File: config.mk
export PLATFORM = sky130hd
export DESIGN_NAME = keepalive_probe_timer_unit_flat
export DESIGN_NICKNAME = d
export VERILOG_FILES = /design/src/rtl/core/kpt_pkg.sv /design/src/rtl/core/kpt_event_if.sv /design/src/rtl/core/kpt_status_if.sv /design/src/rtl/core/keepalive_probe_timer_unit.sv /design/src/flat_wrapper.sv
export SDC_FILE = /design/constraint.sdc
export NUM_CORES = 1
export LEC_CHECK = 0
export BUFFER_PORTS_ARGS = -buffer_cell sky130_fd_sc_hd__buf_2
export CAP_MARGIN = 20
export CORE_ASPECT_RATIO = 0.6
export CORE_MARGIN = 2
export CORE_UTILIZATION = 40
export CTS_CLUSTER_SIZE = 20
export DETAILED_ROUTE_END_ITERATION = 10
export GPL_TIMING_DRIVEN = 0
export PLACE_DENSITY = 0.61
export REMOVE_ABC_BUFFERS = 1
export SKIP_LAST_GASP = 1
export SYNTH_ARGS = -nofsm -noshare
export SYNTH_HDL_FRONTEND = slang
export SYNTH_SLANG_ARGS = --single-unit
File: constraint.sdc
create_clock -name clk -period 11.1 [get_ports clk]
set_clock_uncertainty 0.05 [all_clocks]
set_input_delay 1.11 -clock clk [delete_from_list [all_inputs] [get_ports clk]]
set_output_delay 1.11 -clock clk [all_outputs]
set_load 0.01 [all_outputs]
File: src/rtl/core/kpt_pkg.sv
package kpt_pkg;

	// Command codes carried by the event word
	typedef enum logic [2:0] {
		CMD_ACTIVITY = 3'd0,
		CMD_CHECK    = 3'd1,
		CMD_SEND     = 3'd2,
		CMD_TIMEOUT  = 3'd3,
		CMD_RESET    = 3'd4
	} cmd_t;

	// Configuration register indexes
	typedef enum logic [1:0] {
		REG_IDLE_THRESHOLD = 2'd0,
		REG_PROBE_INTERVAL = 2'd1,
		REG_PROBE_LIMIT    = 2'd2,
		REG_ENABLE         = 2'd3
	} reg_idx_t;

	localparam int unsigned TIME_W  = 32;
	localparam int unsigned COUNT_W = 8;
	localparam int unsigned CFG_W   = 32;

	// Values after reset
	localparam logic [TIME_W-1:0]  IDLE_THRESHOLD_RST = 32'd7200;
	localparam logic [TIME_W-1:0]  PROBE_INTERVAL_RST = 32'd75;
	localparam logic [COUNT_W-1:0] PROBE_LIMIT_RST    = 8'd9;
	localparam logic               ENABLE_RST         = 1'b1;

	localparam logic [COUNT_W-1:0] COUNT_MAX = '1;

endpackage

File: src/rtl/core/kpt_event_if.sv
interface kpt_event_if;
	import kpt_pkg::*;

	logic              valid;
	logic              ready;
	logic [2:0]        command;
	logic [TIME_W-1:0] now_seconds;

	modport source (output valid, command, now_seconds, input ready);
	modport sink (input valid, command, now_seconds, output ready);
endinterface

File: src/rtl/core/kpt_status_if.sv
interface kpt_status_if;
	import kpt_pkg::*;

	logic               valid;
	logic               ready;
	logic               probe_due;
	logic               send_accepted;
	logic [COUNT_W-1:0] probes_sent_count;
	logic [TIME_W-1:0]  last_active_seconds;
	logic               timed_out;
	logic               probe_sent_flag;

	modport source (output valid, probe_due, send_accepted, probes_sent_count,
		last_active_seconds, timed_out, probe_sent_flag, input ready);
	modport sink (input valid, probe_due, send_accepted, probes_sent_count,
		last_active_seconds, timed_out, probe_sent_flag, output ready);
endinterface

File: src/rtl/core/keepalive_probe_timer_unit.sv
// Keepalive timer for one connection.
// event_ch (sink): one word per event, a command and the current time in
//   seconds (wrapping 32-bit counter). Commands: activity, check, send,
//   force timeout and clear.
// status_ch (source): exactly one word per event, in order: probe_due,
//   send_accepted, the probe count, the last activity time and the flags
//   as they stand after that event.
// cfg_*: register write port (idle threshold, probe interval, probe limit,
//   enable), to be written only while no event is outstanding (not enforced).
// Latency: the status word is valid the cycle after the event is taken.
// Throughput: one event per cycle while no status word is stalled; the state
//   update and the status word are computed in one pass (a 32-bit subtract,
//   a 32-bit add and two 32-bit compares) and land together at the accept edge.
// Stall: the status register holds its word while status_ch.ready is low,
//   and a new event is taken only if that word leaves in the same cycle.
// Reset: arst_n clears the connection state and loads the register
//   defaults (7200 s idle, 75 s interval, 9 probes, enabled).
module keepalive_probe_timer_unit (
	input  logic                       clk,
	input  logic                       arst_n,
	input  logic                       cfg_we,
	input  logic [1:0]                 cfg_index,
	input  logic [kpt_pkg::CFG_W-1:0]  cfg_wdata,
	kpt_event_if.sink                  event_ch,
	kpt_status_if.source               status_ch
);
	import kpt_pkg::*;

	// Configuration registers
	logic [TIME_W-1:0]  idle_threshold_q;
	logic [TIME_W-1:0]  probe_interval_q;
	logic [COUNT_W-1:0] probe_limit_q;
	logic               enable_q;

	// Connection state
	logic [TIME_W-1:0]  last_active_q;
	logic [COUNT_W-1:0] probe_counter_q;
	logic [TIME_W-1:0]  next_probe_at_q;
	logic               sent_flag_q;
	logic               timeout_flag_q;

	// Next state and this word's pulses
	logic [TIME_W-1:0]  last_active_d;
	logic [COUNT_W-1:0] probe_counter_d;
	logic [TIME_W-1:0]  next_probe_at_d;
	logic               sent_flag_d;
	logic               timeout_flag_d;
	logic               due_d;
	logic               accepted_d;

	logic [TIME_W-1:0]  idle_elapsed;
	logic [COUNT_W-1:0] count_inc;
	logic               accept;
	logic               out_valid_q;

	assign accept         = event_ch.valid && event_ch.ready;
	assign event_ch.ready = !out_valid_q || status_ch.ready;

	// Register writes
	always_ff @(posedge clk or negedge arst_n) begin
		if (!arst_n) begin
			idle_threshold_q <= IDLE_THRESHOLD_RST;
			probe_interval_q <= PROBE_INTERVAL_RST;
			probe_limit_q    <= PROBE_LIMIT_RST;
			enable_q         <= ENABLE_RST;
		end else if (cfg_we) begin
			unique case (reg_idx_t'(cfg_index))
				REG_IDLE_THRESHOLD: idle_threshold_q <= cfg_wdata[TIME_W-1:0];
				REG_PROBE_INTERVAL: probe_interval_q <= cfg_wdata[TIME_W-1:0];
				REG_PROBE_LIMIT:    probe_limit_q    <= cfg_wdata[COUNT_W-1:0];
				REG_ENABLE:         enable_q         <= cfg_wdata[0];
				default: ;
			endcase
		end
	end

	assign idle_elapsed = event_ch.now_seconds - last_active_q;
	assign count_inc = (probe_counter_q == COUNT_MAX) ? COUNT_MAX
		: probe_counter_q + COUNT_W'(1);

	// Command decode
	always_comb begin
		last_active_d   = last_active_q;
		probe_counter_d = probe_counter_q;
		next_probe_at_d = next_probe_at_q;
		sent_flag_d     = sent_flag_q;
		timeout_flag_d  = timeout_flag_q;
		due_d           = 1'b0;
		accepted_d      = 1'b0;
		unique case (cmd_t'(event_ch.command))
			CMD_ACTIVITY: begin
				last_active_d   = event_ch.now_seconds;
				probe_counter_d = '0;
				next_probe_at_d = '0;
				sent_flag_d     = 1'b0;
				timeout_flag_d  = 1'b0;
			end
			CMD_CHECK: begin
				due_d = enable_q && (idle_elapsed >= idle_threshold_q)
					&& (event_ch.now_seconds >= next_probe_at_q)
					&& (probe_counter_q < probe_limit_q);
			end
			CMD_SEND: begin
				if (enable_q) begin
					probe_counter_d = count_inc;
					next_probe_at_d = event_ch.now_seconds + probe_interval_q;
					sent_flag_d     = 1'b1;
					accepted_d      = 1'b1;
					if (count_inc >= probe_limit_q) begin
						timeout_flag_d = 1'b1;
					end
				end
			end
			CMD_TIMEOUT: begin
				timeout_flag_d  = 1'b1;
				probe_counter_d = probe_limit_q;
				sent_flag_d     = 1'b1;
			end
			CMD_RESET: begin
				last_active_d   = '0;
				probe_counter_d = '0;
				next_probe_at_d = '0;
				sent_flag_d     = 1'b0;
				timeout_flag_d  = 1'b0;
			end
			default: ;
		endcase
	end

	// State update on accepted words
	always_ff @(posedge clk or negedge arst_n) begin
		if (!arst_n) begin
			last_active_q   <= '0;
			probe_counter_q <= '0;
			next_probe_at_q <= '0;
			sent_flag_q     <= 1'b0;
			timeout_flag_q  <= 1'b0;
		end else if (accept) begin
			last_active_q   <= last_active_d;
			probe_counter_q <= probe_counter_d;
			next_probe_at_q <= next_probe_at_d;
			sent_flag_q     <= sent_flag_d;
			timeout_flag_q  <= timeout_flag_d;
		end
	end

	// Status register valid
	always_ff @(posedge clk or negedge arst_n) begin
		if (!arst_n) begin
			out_valid_q <= 1'b0;
		end else if (event_ch.ready) begin
			out_valid_q <= event_ch.valid;
		end
	end

	// Status register payload
	always_ff @(posedge clk) begin
		if (accept) begin
			status_ch.probe_due           <= due_d;
			status_ch.send_accepted       <= accepted_d;
			status_ch.probes_sent_count   <= probe_counter_d;
			status_ch.last_active_seconds <= last_active_d;
			status_ch.timed_out           <= timeout_flag_d;
			status_ch.probe_sent_flag     <= sent_flag_d;
		end
	end

	assign status_ch.valid = out_valid_q;

endmodule

File: src/flat_wrapper.sv
// flat-port wrapper written by rule: the top's interface ports become plain ports
module keepalive_probe_timer_unit_flat import kpt_pkg::*;
  (clk, arst_n, cfg_we, cfg_index, cfg_wdata, event_ch_valid, event_ch_command, event_ch_now_seconds, event_ch_ready, status_ch_valid, status_ch_probe_due, status_ch_send_accepted, status_ch_probes_sent_count, status_ch_last_active_seconds, status_ch_timed_out, status_ch_probe_sent_flag, status_ch_ready);
  kpt_event_if event_ch_i ();
  kpt_status_if status_ch_i ();
  input  logic clk;
  input  logic arst_n;
  input  logic cfg_we;
  input  logic [1:0] cfg_index;
  input  logic [kpt_pkg::CFG_W-1:0] cfg_wdata;
  input wire logic [$bits(event_ch_i.valid)-1:0] event_ch_valid;
  input wire logic [$bits(event_ch_i.command)-1:0] event_ch_command;
  input wire logic [$bits(event_ch_i.now_seconds)-1:0] event_ch_now_seconds;
  output wire logic [$bits(event_ch_i.ready)-1:0] event_ch_ready;
  output wire logic [$bits(status_ch_i.valid)-1:0] status_ch_valid;
  output wire logic [$bits(status_ch_i.probe_due)-1:0] status_ch_probe_due;
  output wire logic [$bits(status_ch_i.send_accepted)-1:0] status_ch_send_accepted;
  output wire logic [$bits(status_ch_i.probes_sent_count)-1:0] status_ch_probes_sent_count;
  output wire logic [$bits(status_ch_i.last_active_seconds)-1:0] status_ch_last_active_seconds;
  output wire logic [$bits(status_ch_i.timed_out)-1:0] status_ch_timed_out;
  output wire logic [$bits(status_ch_i.probe_sent_flag)-1:0] status_ch_probe_sent_flag;
  input wire logic [$bits(status_ch_i.ready)-1:0] status_ch_ready;
  assign event_ch_i.valid = event_ch_valid;
  assign event_ch_i.command = event_ch_command;
  assign event_ch_i.now_seconds = event_ch_now_seconds;
  assign event_ch_ready = event_ch_i.ready;
  assign status_ch_valid = status_ch_i.valid;
  assign status_ch_probe_due = status_ch_i.probe_due;
  assign status_ch_send_accepted = status_ch_i.send_accepted;
  assign status_ch_probes_sent_count = status_ch_i.probes_sent_count;
  assign status_ch_last_active_seconds = status_ch_i.last_active_seconds;
  assign status_ch_timed_out = status_ch_i.timed_out;
  assign status_ch_probe_sent_flag = status_ch_i.probe_sent_flag;
  assign status_ch_i.ready = status_ch_ready;
  keepalive_probe_timer_unit u_core (.clk(clk), .arst_n(arst_n), .cfg_we(cfg_we), .cfg_index(cfg_index), .cfg_wdata(cfg_wdata), .event_ch(event_ch_i), .status_ch(status_ch_i));
endmodule
# [Word-level counts from Yosys, hierarchy flattened]
# Cells that the tools add are included.
[totals] output_inout_bits=46 ff_bits=192 input_bits=74 wordCells=59
[op_classes] mux=12 n_eq_ne=9 n_lt_le_gt_ge=4 n_reduce_logical=15 addsub=3
[op_table] op="$pmux 32 s2" count=2
[op_table] op="$ge 32x32->1" count=2
[op_table] op="$add 32x32->32" count=1
[op_table] op="$mux 32" count=1
[op_table] op="$sub 32x32->32" count=1
[op_table] op="$pmux 8 s3" count=1
[op_table] op="$mux 8" count=2
[op_table] op="$add 8x1->8 const B" count=1
[op_table] op="$eq 8x8->1 const B" count=1
[op_table] op="$ge 8x8->1" count=1
[op_table] op="$lt 8x8->1" count=1
[op_table] op="$reduce_and 2->1" count=4
[op_table] op="$eq 3x2->1 const B" count=2
[op_table] op="$pmux 1 s3" count=2
[op_table] op="$eq 2x2->1 const B" count=2
[op_table] op="$logic_and 1x1->1" count=4
[op_table] op="$mux 1" count=4
[op_table] op="$eq 3x1->1 const B" count=1
[op_table] op="$eq 3x3->1 const B" count=1
[op_table] op="$logic_not 3->1" count=1
[op_table] op="$reduce_and 3->1" count=1
[op_table] op="$eq 2x1->1 const B" count=1
[op_table] op="$logic_not 2->1" count=1
[op_table] op="$ne 2x1->1 const B" count=1
[op_table] op="4 further kinds" count=4

# [Longest topological paths before layout]
# Gate-level depths: netlist of run 1.
[logic_depth] word_depth=6 mapped_depth=21 mapped_depth_nobuf=21

# [Worst setup path after synthesis of run 1]
# No wires, ideal clock.
[synth_timing] path_kind="input to register" startpoint="in event_ch_now_seconds[0]" endpoint="reg u_core.status_ch.probe_due, data pin" n_path_buf=0 slack_ns=6.280 arrival_time_ns=4.509 setup_ns=0.261 cell_stages=21 t_required_ns=10.789 path_cell_list="inv_1 ha_1 inv_1 fa_1 a21o_1 a21oi_1 o21ai_0 a21oi_2 o21ai_1 a221o_1 a41oi_1 xnor2_1 ha_1 a21o_1 a21o_1 a21oi_1 nor2b_1 o21ai_0 a21oi_1 a211o_1 o311a_1"
[synth_between] elab_chain_len=5 elab_cells_between_ends=6 cone_classes="add/sub (1); order compare (2); reduce/logical (3)"
[synth_lines] item="start: declaration" line_no="flat_wrapper.sv:13" rtl="input wire logic [$bits(event_ch_i.now_seconds)-1:0] event_ch_now_seconds;"
[synth_lines] item="$sub 32x32->32" line_no="keepalive_probe_timer_unit.sv:77" rtl="assign idle_elapsed = event_ch.now_seconds - last_active_q;"
[synth_lines] item="$ge 32x32->1" line_no="keepalive_probe_timer_unit.sv:99" rtl="due_d = enable_q && (idle_elapsed >= idle_threshold_q)"
[synth_lines] item="$logic_and 1x1->1" line_no="keepalive_probe_timer_unit.sv:99"
[synth_lines] item="$logic_and 1x1->1 (*)" line_no="keepalive_probe_timer_unit.sv:100" rtl="&& (event_ch.now_seconds >= next_probe_at_q)"
[synth_lines] item="$logic_and 1x1->1 (*)" line_no="keepalive_probe_timer_unit.sv:101" rtl="&& (probe_counter_q < probe_limit_q);"
[synth_lines] item="end signal: assignment" line_no="keepalive_probe_timer_unit.sv:159" rtl="status_ch.probe_due <= due_d;"
[synth_lines] item="end: declaration" line_no="kpt_status_if.sv:13" rtl="modport source (output valid, probe_due, send_accepted, probes_sent_count,"
# Every way passes the cells marked *; elsewhere a longest branch is shown, timed or not.
# A chain may end at the register's enable or synchronous reset.

# [Worst setup path in the final report of run 1]
# Same ends and word-level chain as after synthesis.

==> results by group, run 1 <==
Detailed routing
  – DRT iter0 DRCs: between 800 and 900
  – Post-DRT Antenna Nets: 0
  – Total number of vias: 10250
  – Routed WL: 34600 microns
  – Vias/cell: approximately 5.4
  – Avg WL per Cell: 18.30 microns
  – DRT Pass-1 Iters: 5
  – DRC: 0

Critical path
  – Worst setup EP type: flop
  – Critical Path Start Type: input pin
  – Worst Path Required: between 10 and 15 ns
  – CP dominant cell by count: o21ai_0
  – Critical-path cell list: buf_2 -> inv_1 -> ha_1 -> inv_1 -> fa_1 -> a21o_1 -> a21oi_1 -> o21ai_0 -> a21oi_2 -> o21ai_0 -> o21ai_0 -> o21ai_0 -> xor2_1 -> ha_1 -> a21o_1 -> a21oi_1 -> nor2b_1 -> o21ai_0 -> a21oi_1 -> a211o_1 -> o311a_1
  – Worst setup path start: event_ch_now_seconds[0]
  – Max incr delay on CP: around 0.5 ns
  – R2R Path Start: u_core.last_active_q[0]
  – CP Max Fanout: 3
  – Critical path buffers and inverters: 3
  – Slowest CP cell: o21ai_0
  – Crit path max-delay family: compound AO/OA/AOI/OAI gates
  – Crit path arrival time: approximately 5.4 ns
  – Crit Path Category: input pin to flop

Global routing
  – Antenna violations before repair: 4
  – Tot GR Track Use: around 22%
  – Vias in the first global route: about 9500
  – Global-route wire length before repair: 54740 microns
  – Pin count of the biggest net entering global routing: 86
  – Grt ovf: 0

Synthesis
  – Post-synth top area share: 26.94%
  – Post-synth top area cell: dfrtp_1
  – Synthesis-stage register bit count: ~190
  – Post-Syn Area: roughly 0.013 sq mm
  – Top-count cell post-synth: o21ai_0
  – Sequential share of the synthesized area: 39.59%
  – Most frequent cells after synthesis: 158 x o21ai_0, 154 x nand2_1, 142 x ha_1
  – EDFF count, synth: 44
  – Count of cell types in the netlist: a little under 70
  – Warnings from Yosys: 0
  – Synth Flop Type: dfrtp_1
  – Post-Syn Instances: about 1400
  – Mapped Avg Cell Area: slightly above 9 sq um
  – FFs w/ async S/R, synth: approximately 77%
  – Ranking of synthesized cells by area: dfrtp_1 27%, ha_1 14%, edfxtp_1 10%, o21ai_0 6.2%, nand2_1 4.5%

Place
  – RD Place Congestion: between 0.8 and 0.9
  – IO buf count: approximately 120
  – DPL Wire Length: approximately 27000 microns
  – Placed Area: 0.01381 sq mm
  – Dpl ws: 5.432 ns

Floorplan
  – Num ports: 120
  – Die Area: between 0.03 and 0.04 sq mm
  – Die W: about 230 microns
  – Initial Util: 40.77%
  – Cell Rows: 50
  – Die height: between 100 and 150 microns
  – Core area: between 0.03 and 0.04 sq mm

Timing
  – Slew Viols, Final: 0
  – Worst setup margin: 5.853 ns
  – Fin. Hold Viols: 0
  – Worst-Margin Slew: approximately 1.1 ns
  – Unrepaired setup endpoints after global routing: no
  – Max-slew headroom: between 20 and 30%
  – Post-layout min period: 5.247 ns
  – FMAX: approximately 0.19 GHz
  – Total Neg Setup Slack: 0 ns
  – Final Setup Violations: 0
  – Period utilization: between 40% and 50%

Final layout
  – Multi-input logic area: around 0.007 sq mm
  – Fillers: 2951
  – Register area: approximately 0.0050 sq mm
  – Area Growth Syn to Fin: 12.99%
  – Fraction of layout cells with a size suffix above 1: between 10% and 20%
  – Post-route cell area: 0.01438 sq mm
  – Final nets: around 1700

CTS
  – CTS Sinks: roughly 190
  – Resize count post-CTS: 0
  – CTS Buffer Depth: 2
  – Clk_lat worst skew: ~0.46 ns
  – CTS Buf Count: 17
  – Setup bufs post-CTS: 0
  – # hold bufs at CTS: 0
  – Root buf cell: clkbuf_16
  – CTS tree: done
  – Clock H-tree levels: 4
  – Clk slew on worst S/H paths: approximately 0.08 ns

Flow run
  – Maxcap violations: 0

Power and ir drop
  – Power density cells: roughly 180 mW/mm^2
  – Leak pwr: ~6.7 nW
  – Worst VDD drop: between 100 and 150 uV

Min path
  – HP Start: u_core.next_probe_at_q[19]
  – Worst hold path type: flop to flop

Run status
  – Status: finished, final reports clean
[worst min-delay path, stage by stage (launching register included)]
cell     delay (ns)
dfrtp_1        0.35
nand2_1        0.05
o41ai_1        0.05
[cells in the final DEF (no fill, tap or decap), types with 4 or more instances in the layout]
cell type / Yosys / final
nand3b_1: 34 / 34
or3_1: 4 / 4
o21ai_1: 7 / 7
a21oi_1: 79 / 79
xor2_1: 21 / 21
nor3_1: 17 / 17
nand2b_1: 13 / 13
a32o_1: 4 / 4
and3_1: 6 / 6
inv_1: 127 / 126
o21bai_1: 8 / 8
nand4_1: 18 / 18
a21o_1: 59 / 59
nor2b_1: 10 / 10
dfstp_2: 11 / 11
a31oi_1: 8 / 8
a211o_1: 7 / 7
buf_6: 0 / 4
inv_4: 0 / 5
dfrtp_1: 137 / 137
a222oi_1: 7 / 7
o21ai_0: 158 / 158
o31ai_1: 9 / 9
diode_2: 0 / 5
ha_1: 142 / 142
or2_2: 4 / 4
nand3_1: 17 / 17
and2_1: 4 / 4
o2111ai_1: 5 / 5
a211oi_1: 9 / 9
xnor2_1: 34 / 34
nand2_1: 154 / 154
a21boi_0: 4 / 4
o21a_1: 17 / 17
nor2_1: 44 / 43
buf_2: 2 / 118
clkbuf_16: 0 / 17
edfxtp_1: 44 / 44
mux2_2: 43 / 43
[through the flow]
step | util [%] | instances | hold slack [ns] | power [mW]
after global routing | 46.05 | 1890 | 0.4593 | 2.836
final | 46.06 | 1891 | 0.4320 | 2.637
after global placement | 43.72 | 1846 | 0.4083 | 2.001
after floorplan | - | 1311 | 0.3932 | 1.730
after detailed placement | 44.25 | 1854 | 0.4182 | 2.035
after CTS | 46.02 | 1886 | 0.4354 | 2.639
[power by group]
part	switching, mW	internal (mW)	leakage, nW
Clock	0.301	0.294	0.272
Combinational	0.632	0.465	4.14
Sequential	0.0750	0.872	2.26
Total	1.01	1.63	6.66
[state kept, by name, indices dropped and copies added (netlist names), 8 cells and up]
signal / cells
u_core.idle_threshold_q: 32
u_core.last_active_q: 32
u_core.next_probe_at_q: 32
u_core.probe_counter_q: 8
u_core.probe_interval_q: 32
u_core.probe_limit_q: 8
u_core.status_ch.last_active_seconds: 32
u_core.status_ch.probes_sent_count: 8
[cells by family (layout without fill, tap and decap cells)]
logic type                 count (synthesis)  in the layout  synth area share [%]
buffers and inverters                    178            286                 5.270
adders and majority gates                144            144                 14.28
muxes                                     44             44                 3.884
and+or+nand+nor                          337            337                 12.92
other                                      0              5                     0
DFF                                      192            192                 39.59
xor gates and xnor gates                  55             55                 3.785
AOI/OAI and AO/OA                        412            412                 20.27
[layout make-up]
cell class / count / share of cell area [%]
antenna: 5 / 0.08702
clock buffer: 17 / 2.959
clock inverter: 15 / 0.8876
inverter: 127 / 3.333
multi-input combinational: 992 / 48.89
sequential: 192 / 35.04
tap: 416 / 3.620
timing repair buffer: 127 / 5.186
[final timing paths]
check	endpoint	slack, ns	depth (start not counted)
min in group asynchronous	u_core.last_active_q[4]	0.69	1
max in group asynchronous	u_core.idle_threshold_q[12]	9.47	2
worst max register to register	u_core.status_ch.probe_due	6.34	19
worst max-delay path	u_core.status_ch.probe_due	5.85	21
worst min-delay path	u_core.next_probe_at_q[19]	0.43	2
worst min register to register	u_core.next_probe_at_q[19]	0.43	2
[layer usage]
| metal | part of all wire [%] | GRT usage (%) |
|---|---|---|
| met2 | 40 | 29.13 |
| met5 | 0 | 0 |
| met1 | 54 | 34.53 |
| met3 | 4.9 | 3.666 |
| met4 | 1.0 | 5.663 |
Power figures use the tool's default switching activity.
==> inputs of run 2 (changes only) <==
- ABC_AREA: unset -> 1
- PLACE_DENSITY: 0.61 -> 0.62
- clock period: 11.1 -> 4.6 ns (I/O delays scaled with it)
==> run 2 against run 1 <==
  * Die area increased by 6.3%
  * Area after synthesis up 6.5%
  * Via count rose by 22%
  * Worst setup slack got worse by 5.3 ns
  * Clock power grew to 2.6 times the previous value
  * Critical path depth down 2
  * Routed wire length increased by 22%
  * First-iteration DRC count up 39%
  * Power is 150% higher
  * Flip-flop and latch count is the same
  * Highest routed layer unchanged
==> results by group, run 2 <==
Power and ir drop
  – Leak pwr: between 7 and 8 nW
  – Worst VDD drop: 299.7 uV
  – Clock power frac: 23.4%
  – Int Pwr: between 3 and 4 mW
  – Sw Share: a little over two fifths
  – Psw: ~2.7 mW
  – Share of power burned in registers: roughly 34%
  – Power density cells: 426.4 mW/mm^2
  – Comb power frac: approximately 42%

CTS
  – CTS Buffer Depth: 2
  – Clock H-tree levels: 4
  – Clk_lat worst skew: 0.47 ns
  – CTS Sinks: 192
  – CTS tree: done
  – Setup bufs post-CTS: 0
  – Root buf cell: clkbuf_16
  – Clk slew on worst S/H paths: roughly 0.08 ns
  – CTS Buf Count: 17

Final layout
  – Most common cell after layout, fill and taps aside: nand2_1
  – Non-Filler Instances: roughly 2400
  – Commonest non-fill, non-tap cells in the layout: 521 x nand2_1, 281 x inv_1, 207 x o21ai_0
  – Fraction of layout cells with a size suffix above 1: under 10%
  – Final nets: between 2000 and 2500
  – Register area: about 0.005 sq mm
  – Multi-input logic area: roughly 0.0073 sq mm
  – Fillers: approximately 3400
  – Area Growth Syn to Fin: 13.15%
  – Ant diodes: 0

Place
  – Dpl ws: roughly 0.46 ns
  – RD Place Congestion: between 0.9 and 1
  – DPL Wire Length: between 30000 and 40000 microns
  – Cell count after placement: ~2400
  – IO buf count: between 100 and 150

Detailed routing
  – Total number of vias: approximately 12000
  – Post-DRT Antenna Nets: 0
  – Vias/cell: a little over 5
  – DRC: 0
  – DRT Pass-1 Iters: 6
  – Routed WL: about 42000 microns
  – DRT iter0 DRCs: about 1200
  – Avg WL per Cell: around 17 microns

Synthesis
  – Synth Flop Type: dfrtp_1
  – Post-synth top area share: between 20% and 30%
  – Sequential share of the synthesized area: ~37%
  – Post-Syn Area: between 0.01 and 0.015 sq mm
  – FFs w/ async S/R, synth: 77.08%
  – Top-count cell post-synth: nand2_1
  – Mapped Avg Cell Area: approximately 7.3 sq um
  – Ranking of synthesized cells by area: dfrtp_1 25%, nand2_1 14%, ha_1 13%, edfxtp_1 9.7%, inv_1 7.8%
  – Warnings from Yosys: 0
  – Synthesis-stage register bit count: between 150 and 200
  – Most frequent cells after synthesis: 522 x nand2_1, 281 x inv_1, 207 x o21ai_0
  – Count of cell types in the netlist: 42
  – EDFF count, synth: between 40 and 50
  – Post-Syn Instances: roughly 1900
  – Post-synth top area cell: dfrtp_1

Critical path
  – Reg-to-reg slack, setup: 0.54 ns
  – Crit path max-delay family: simple AND/OR/NAND/NOR gates
  – Critical Path Start Type: flop
  – Max incr delay on CP: 0.61 ns
  – Worst path depth: 19
  – CP dominant cell by count: nand2_1
  – Critical-path cell list: inv_1 -> ha_1 -> nand2_1 -> nor2_1 -> nand2_1 -> o21ai_0 -> nand2_1 -> nand2_1 -> nand2_1 -> nand2_1 -> inv_1 -> ha_1 -> a21oi_1 -> o21a_1 -> nand2_1 -> a21oi_1 -> nand3_1 -> nand3_1 -> nor2_1
  – Slowest CP cell: o21ai_0
  – Worst Path Required: between 4 and 5 ns
  – Reg2reg path depth: 19
  – Critical path buffers and inverters: 2
  – R2R Path End: u_core.status_ch.probe_due
  – R2R Path Start: u_core.last_active_q[7]
  – Worst setup EP type: flop
  – Crit Path Category: flop to flop
  – CP Max Fanout: 5
  – Crit path arrival time: 4.23 ns

Timing
  – Worst setup margin: between 0.5 and 0.6 ns
  – Final Setup Violations: 0
  – FMAX: 0.2465 GHz
  – Period utilization: between 80% and 90%
  – Max-slew headroom: between 30 and 40%
  – Slew Viols, Final: 0
  – Hold WS: between 0.15 and 0.2 ns
  – Total Neg Setup Slack: 0 ns
  – Worst-Margin Slew: between 1 and 1.5 ns
  – Fin. Hold Viols: 0
  – Post-layout min period: a little over 4 ns
  – Unrepaired setup endpoints after global routing: no

Global routing
  – Met3 Usage GRT: 5.184%
  – Grt ovf: 0
  – Antenna violations before repair: 0
  – Global-route wire length before repair: approximately 66000 microns
  – Grt met1 use: 39.34%
  – Vias in the first global route: approximately 11000
  – Pin count of the biggest net entering global routing: 75
  – GRT busiest layer: met1
  – GR Util met2: approximately a third
  – Tot GR Track Use: 24.25%

Min path
  – Worst Hold End: u_core.idle_threshold_q[11]
  – HP Start: cfg_wdata[11]
  – Worst hold path type: input pin to flop
  – Hold Path Stages: 3

Floorplan
  – Cell Rows: 52
  – Die W: approximately 240 microns
  – Core area: 0.03351 sq mm
  – Die Area: between 0.03 and 0.04 sq mm
  – Initial Util: 40.44%
  – Num ports: 120
  – Die height: between 100 and 150 microns

Run status
  – Status: finished, final reports clean

Flow run
  – Maxcap violations: 0
## run 2: what timing repair did
item,CTS,global route
gates resized for setup,0,0
endpoints found under the hold margin,39,0
hold buffers,1,0
## run 2: cell families (layout without fill, tap and decap cells)
family | count (synthesis) | after routing | share of synthesized area, %
xor+xnor | 27 | 27 | 1.745
compound gates | 377 | 377 | 14.80
simple gates | 801 | 801 | 23.86
flops | 192 | 192 | 37.18
fa+ha+maj | 144 | 144 | 13.41
buf+inv | 319 | 442 | 9.011
## run 2: worst reg2reg max path, stage by stage (launching register included)
cell and delay, ns:
dfrtp_1 0.33, inv_1 0.07, ha_1 0.41, nand2_1 0.13
nor2_1 0.19, nand2_1 0.07, o21ai_0 0.61, nand2_1 0.24
nand2_1 0.13, nand2_1 0.05, nand2_1 0.06, inv_1 0.04
ha_1 0.29, a21oi_1 0.16, o21a_1 0.13, nand2_1 0.09
a21oi_1 0.38, nand3_1 0.22, nand3_1 0.11, nor2_1 0.06
## run 2: worst max path at each step
stage / startpoint / end / slack, ns
5_1_grt: u_core.last_active_q[2] / u_core.status_ch.probe_due / 0.35
6_report: u_core.last_active_q[7] / u_core.status_ch.probe_due / 0.54
3_3_place_gp: event_ch_command[0] / u_core.next_probe_at_q[0] / -1.29
4_1_cts: u_core.last_active_q[7] / u_core.status_ch.probe_due / 0.67
2_1_floorplan: event_ch_command[1] / u_core.next_probe_at_q[0] / 0.86
3_5_place_dp: event_ch_now_seconds[0] / u_core.status_ch.probe_due / 0.46
## run 2: area by class of cell
cell class | instances | share of cell area, %
clock buffers | 18 | 2.938
well taps | 459 | 3.745
inverters | 284 | 6.977
clock inverters | 14 | 0.9057
multi-input cells | 1349 | 47.65
repair buffers | 126 | 4.920
flip-flops and latches | 192 | 32.86
## run 2: per-stage QoR
stage / util (%) / power [mW] / area, sq um
after floorplan: - / 4.118 / 13400
after global placement: 43.48 / 4.902 / 14570
after detailed placement: 43.97 / 4.976 / 14730
after CTS: 45.76 / 6.524 / 15330
after global routing: 45.76 / 7.041 / 15330
final: 45.76 / 6.538 / 15330
## run 2: power groups by stage
stage | Sequential, mW | Combinational [mW] | Clock, mW
floorplan | 2.25 | 1.87 | 0
global placement | 2.27 | 2.64 | 0
detailed placement | 2.27 | 2.71 | 0
CTS | 2.24 | 2.73 | 1.56
global route | 2.27 | 3.15 | 1.62
finish | 2.23 | 2.77 | 1.53
## run 2: layer usage
metal,share of wire (%),up-vias
met2,38,418
li1,-,6288
met5,0,-
met1,53,5759
met3,8.5,34
met4,1.0,0
==> inputs of run 3 (changes only) <==
- RECOVER_POWER: unset -> 50
==> run 3 against run 2 <==
  * Worst hold slack improved by 0.0029 ns
  * Via count is 0.66% higher
  * Routed wire length rose by 0.30%
  * Clock power hardly changed
  * First-iteration DRC count fell by 3.7%
  * Sequential share of layout area is 0.21 points higher
  * Largest power group unchanged
  * Worst setup slack worse by 0.025 ns
  * Non-clock buffer count is the same
  * Power decreased by 0.10%
  * Combinational power about the same
  * Final area decreased by 0.64%
  * The flow now finishes with violations (capacitance limit, slew limit)
  * Count of clock-buffer cells in the layout is the same
==> results by group, run 3 (synthesized netlist as in run 2, its figures left out) <==
Run status
  – Status: complete, but fails checks
  – Failing checks: capacitance limit, slew limit

Final layout
  – Ant diodes: 0
  – Final nets: about 2200
  – Area Growth Syn to Fin: 12.42%
  – Commonest non-fill, non-tap cells in the layout: 522 x nand2_1, 281 x inv_1, 207 x o21ai_0
  – Fillers: around 3500
  – Post-route cell area: between 0.015 and 0.02 sq mm
  – Fraction of layout cells with a size suffix above 1: 7.211%
  – Most common cell after layout, fill and taps aside: nand2_1

Detailed routing
  – Routed WL: between 40000 and 50000 microns
  – DRT iter0 DRCs: about 1100
  – Post-DRT Antenna Nets: 0
  – Total number of vias: about 13000
  – DRC: 0
  – Avg WL per Cell: 17.37 microns
  – DRT Pass-1 Iters: 8
  – Vias/cell: around 5.2

Floorplan
  – Num ports: 120
  – Cell Rows: between 50 and 60
  – Die height: 146.6 microns
  – Core area: between 0.03 and 0.04 sq mm
  – Initial Util: just over 40%
  – Die Area: between 0.03 and 0.04 sq mm
  – Die W: ~240 microns

CTS
  – Clk slew on worst S/H paths: ~0.080 ns
  – CTS Buffer Depth: 2
  – Resize count post-CTS: 0
  – CTS Sinks: between 150 and 200
  – CTS tree: done
  – Clk_lat worst skew: 0.47 ns
  – CTS Buf Count: 17
  – Clock H-tree levels: 4
  – Root buf cell: clkbuf_16

Global routing
  – Global-route wire length before repair: 66110 microns
  – Antenna violations before repair: 0
  – Vias in the first global route: about 11000
  – Grt ovf: 0
  – Pin count of the biggest net entering global routing: 75
  – Tot GR Track Use: 24.25%

Power and ir drop
  – Sw Share: 42.14%
  – Worst VDD drop: about 300 uV
  – Clock power frac: between 20% and 30%
  – Share of power burned in registers: between 30% and 40%
  – Final Power: approximately 6.5 mW
  – Leak pwr: between 7 and 8 nW
  – Power density cells: around 430 mW/mm^2
  – Psw: ~2.8 mW
  – Int Pwr: roughly 3.8 mW
  – Comb power frac: 42.3%

Place
  – Placed Area: 0.01473 sq mm
  – IO buf count: 119
  – DPL Wire Length: 34270 microns
  – RD Place Congestion: approximately 0.96

Critical path
  – Worst setup EP type: flop
  – Critical-path cell list: inv_1 -> ha_1 -> nand2_1 -> nor2_1 -> nand2_1 -> o21ai_0 -> nand2_1 -> nand2_1 -> nand2_1 -> nand2_1 -> inv_1 -> ha_1 -> a21oi_1 -> o21a_1 -> nand2_1 -> a21oi_1 -> nand3_1 -> nand3_1 -> nor2_1
  – Crit path max-delay family: simple AND/OR/NAND/NOR gates
  – CP Max Fanout: 5
  – Critical Path Start Type: flop
  – Crit path arrival time: 4.25 ns
  – Max incr delay on CP: between 0.6 and 0.7 ns
  – Worst Path Required: 4.77 ns
  – Crit Path Category: flop to flop
  – Slowest CP cell: o21ai_0
  – CP dominant cell by count: nand2_1
  – Critical path buffers and inverters: 2

Timing
  – Slew Viols, Final: ~160
  – Worst-Margin Slew: 2.490 ns
  – FMAX: 0.2450 GHz
  – Post-layout min period: 4.081 ns
  – Final Setup Violations: 0
  – Max-slew headroom: -66.02%
  – Period utilization: about nine tenths
  – Unrepaired setup endpoints after global routing: no
  – Fin. Hold Viols: 0

Min path
  – Worst hold path type: input pin to flop

Flow run
  – Maxcap violations: 4
==> run 3: cell count changes in the layout (fill, tap and decap cells not counted), sizes merged <==
cell and delta:
buf -38, clkbuf +38
==> run 3: final cells by class <==
type	instances	area (sq um)	area share [%]
clock buffer	18	450.4	2.957
clock inverter	14	138.9	0.9116
inverter	284	1070	7.022
multi-input combinational	1349	7292	47.86
sequential	192	5039	33.07
tap	459	574.3	3.770
timing repair buffer	126	670.6	4.402
==> run 3: metrics by stage <==
step           setup TNS [ns]  hold slack (ns)  instances  utilization (%)  setup WS, ns
4_1_cts                     0           0.1548       2442            45.76        0.6739
3_5_place_dp                0           0.3614       2409            43.97        0.4610
6_report                    0           0.1741       2442            45.47        0.5188
5_1_grt                     0           0.2052       2442            45.47        0.2371
2_1_floorplan               0           0.1144       1825                -        0.8601
3_3_place_gp           -45.47           0.4158       2403            43.48        -1.292
==> run 3: routing by layer <==
layer,global-route usage (%),up-vias,share of wire [%]
li1,-,6279,-
met1,39.34,5821,53
met2,32.23,452,38
met3,5.184,29,8.6
met4,4.503,0,1.0
met5,0,-,0
==> run 3: power by group through the flow <==
stage	combinational [mW]	clock (mW)	sequential (mW)
3_5_place_dp	2.71	0	2.27
6_report	2.76	1.53	2.24
5_1_grt	3.14	1.62	2.27
4_1_cts	2.73	1.56	2.24
2_1_floorplan	1.87	0	2.25
3_3_place_gp	2.64	0	2.27
==> run 3: worst paths after layout <==
path	startpoint	endpoint	slack, ns	cells after the start
worst max register to register	u_core.last_active_q[7]	u_core.status_ch.probe_due	0.52	19
max in group asynchronous	arst_n	u_core.probe_limit_q[0]	1.70	4
min in group asynchronous	arst_n	u_core.last_active_q[7]	1.25	2
worst min register to register	u_core.next_probe_at_q[29]	u_core.next_probe_at_q[29]	0.43	2
worst max-delay path	u_core.last_active_q[7]	u_core.status_ch.probe_due	0.52	19
worst min-delay path	cfg_wdata[11]	u_core.idle_threshold_q[11]	0.17	3
==> run 3: worst register-to-register path, stage by stage (launching register included) <==
cell	delay (ns)
dfrtp_1	0.33
inv_1	0.07
ha_1	0.42
nand2_1	0.13
nor2_1	0.19
nand2_1	0.07
o21ai_0	0.65
nand2_1	0.25
nand2_1	0.13
nand2_1	0.05
nand2_1	0.06
inv_1	0.04
ha_1	0.29
a21oi_1	0.16
o21a_1	0.13
nand2_1	0.09
a21oi_1	0.36
nand3_1	0.22
nand3_1	0.11
nor2_1	0.06
==> run 3: repair_timing <==
action | 4_1_cts | 5_1_grt
hold endpoints to repair | 39 | 0
hold buffers | 1 | 0
buffers inserted | 0 | 0
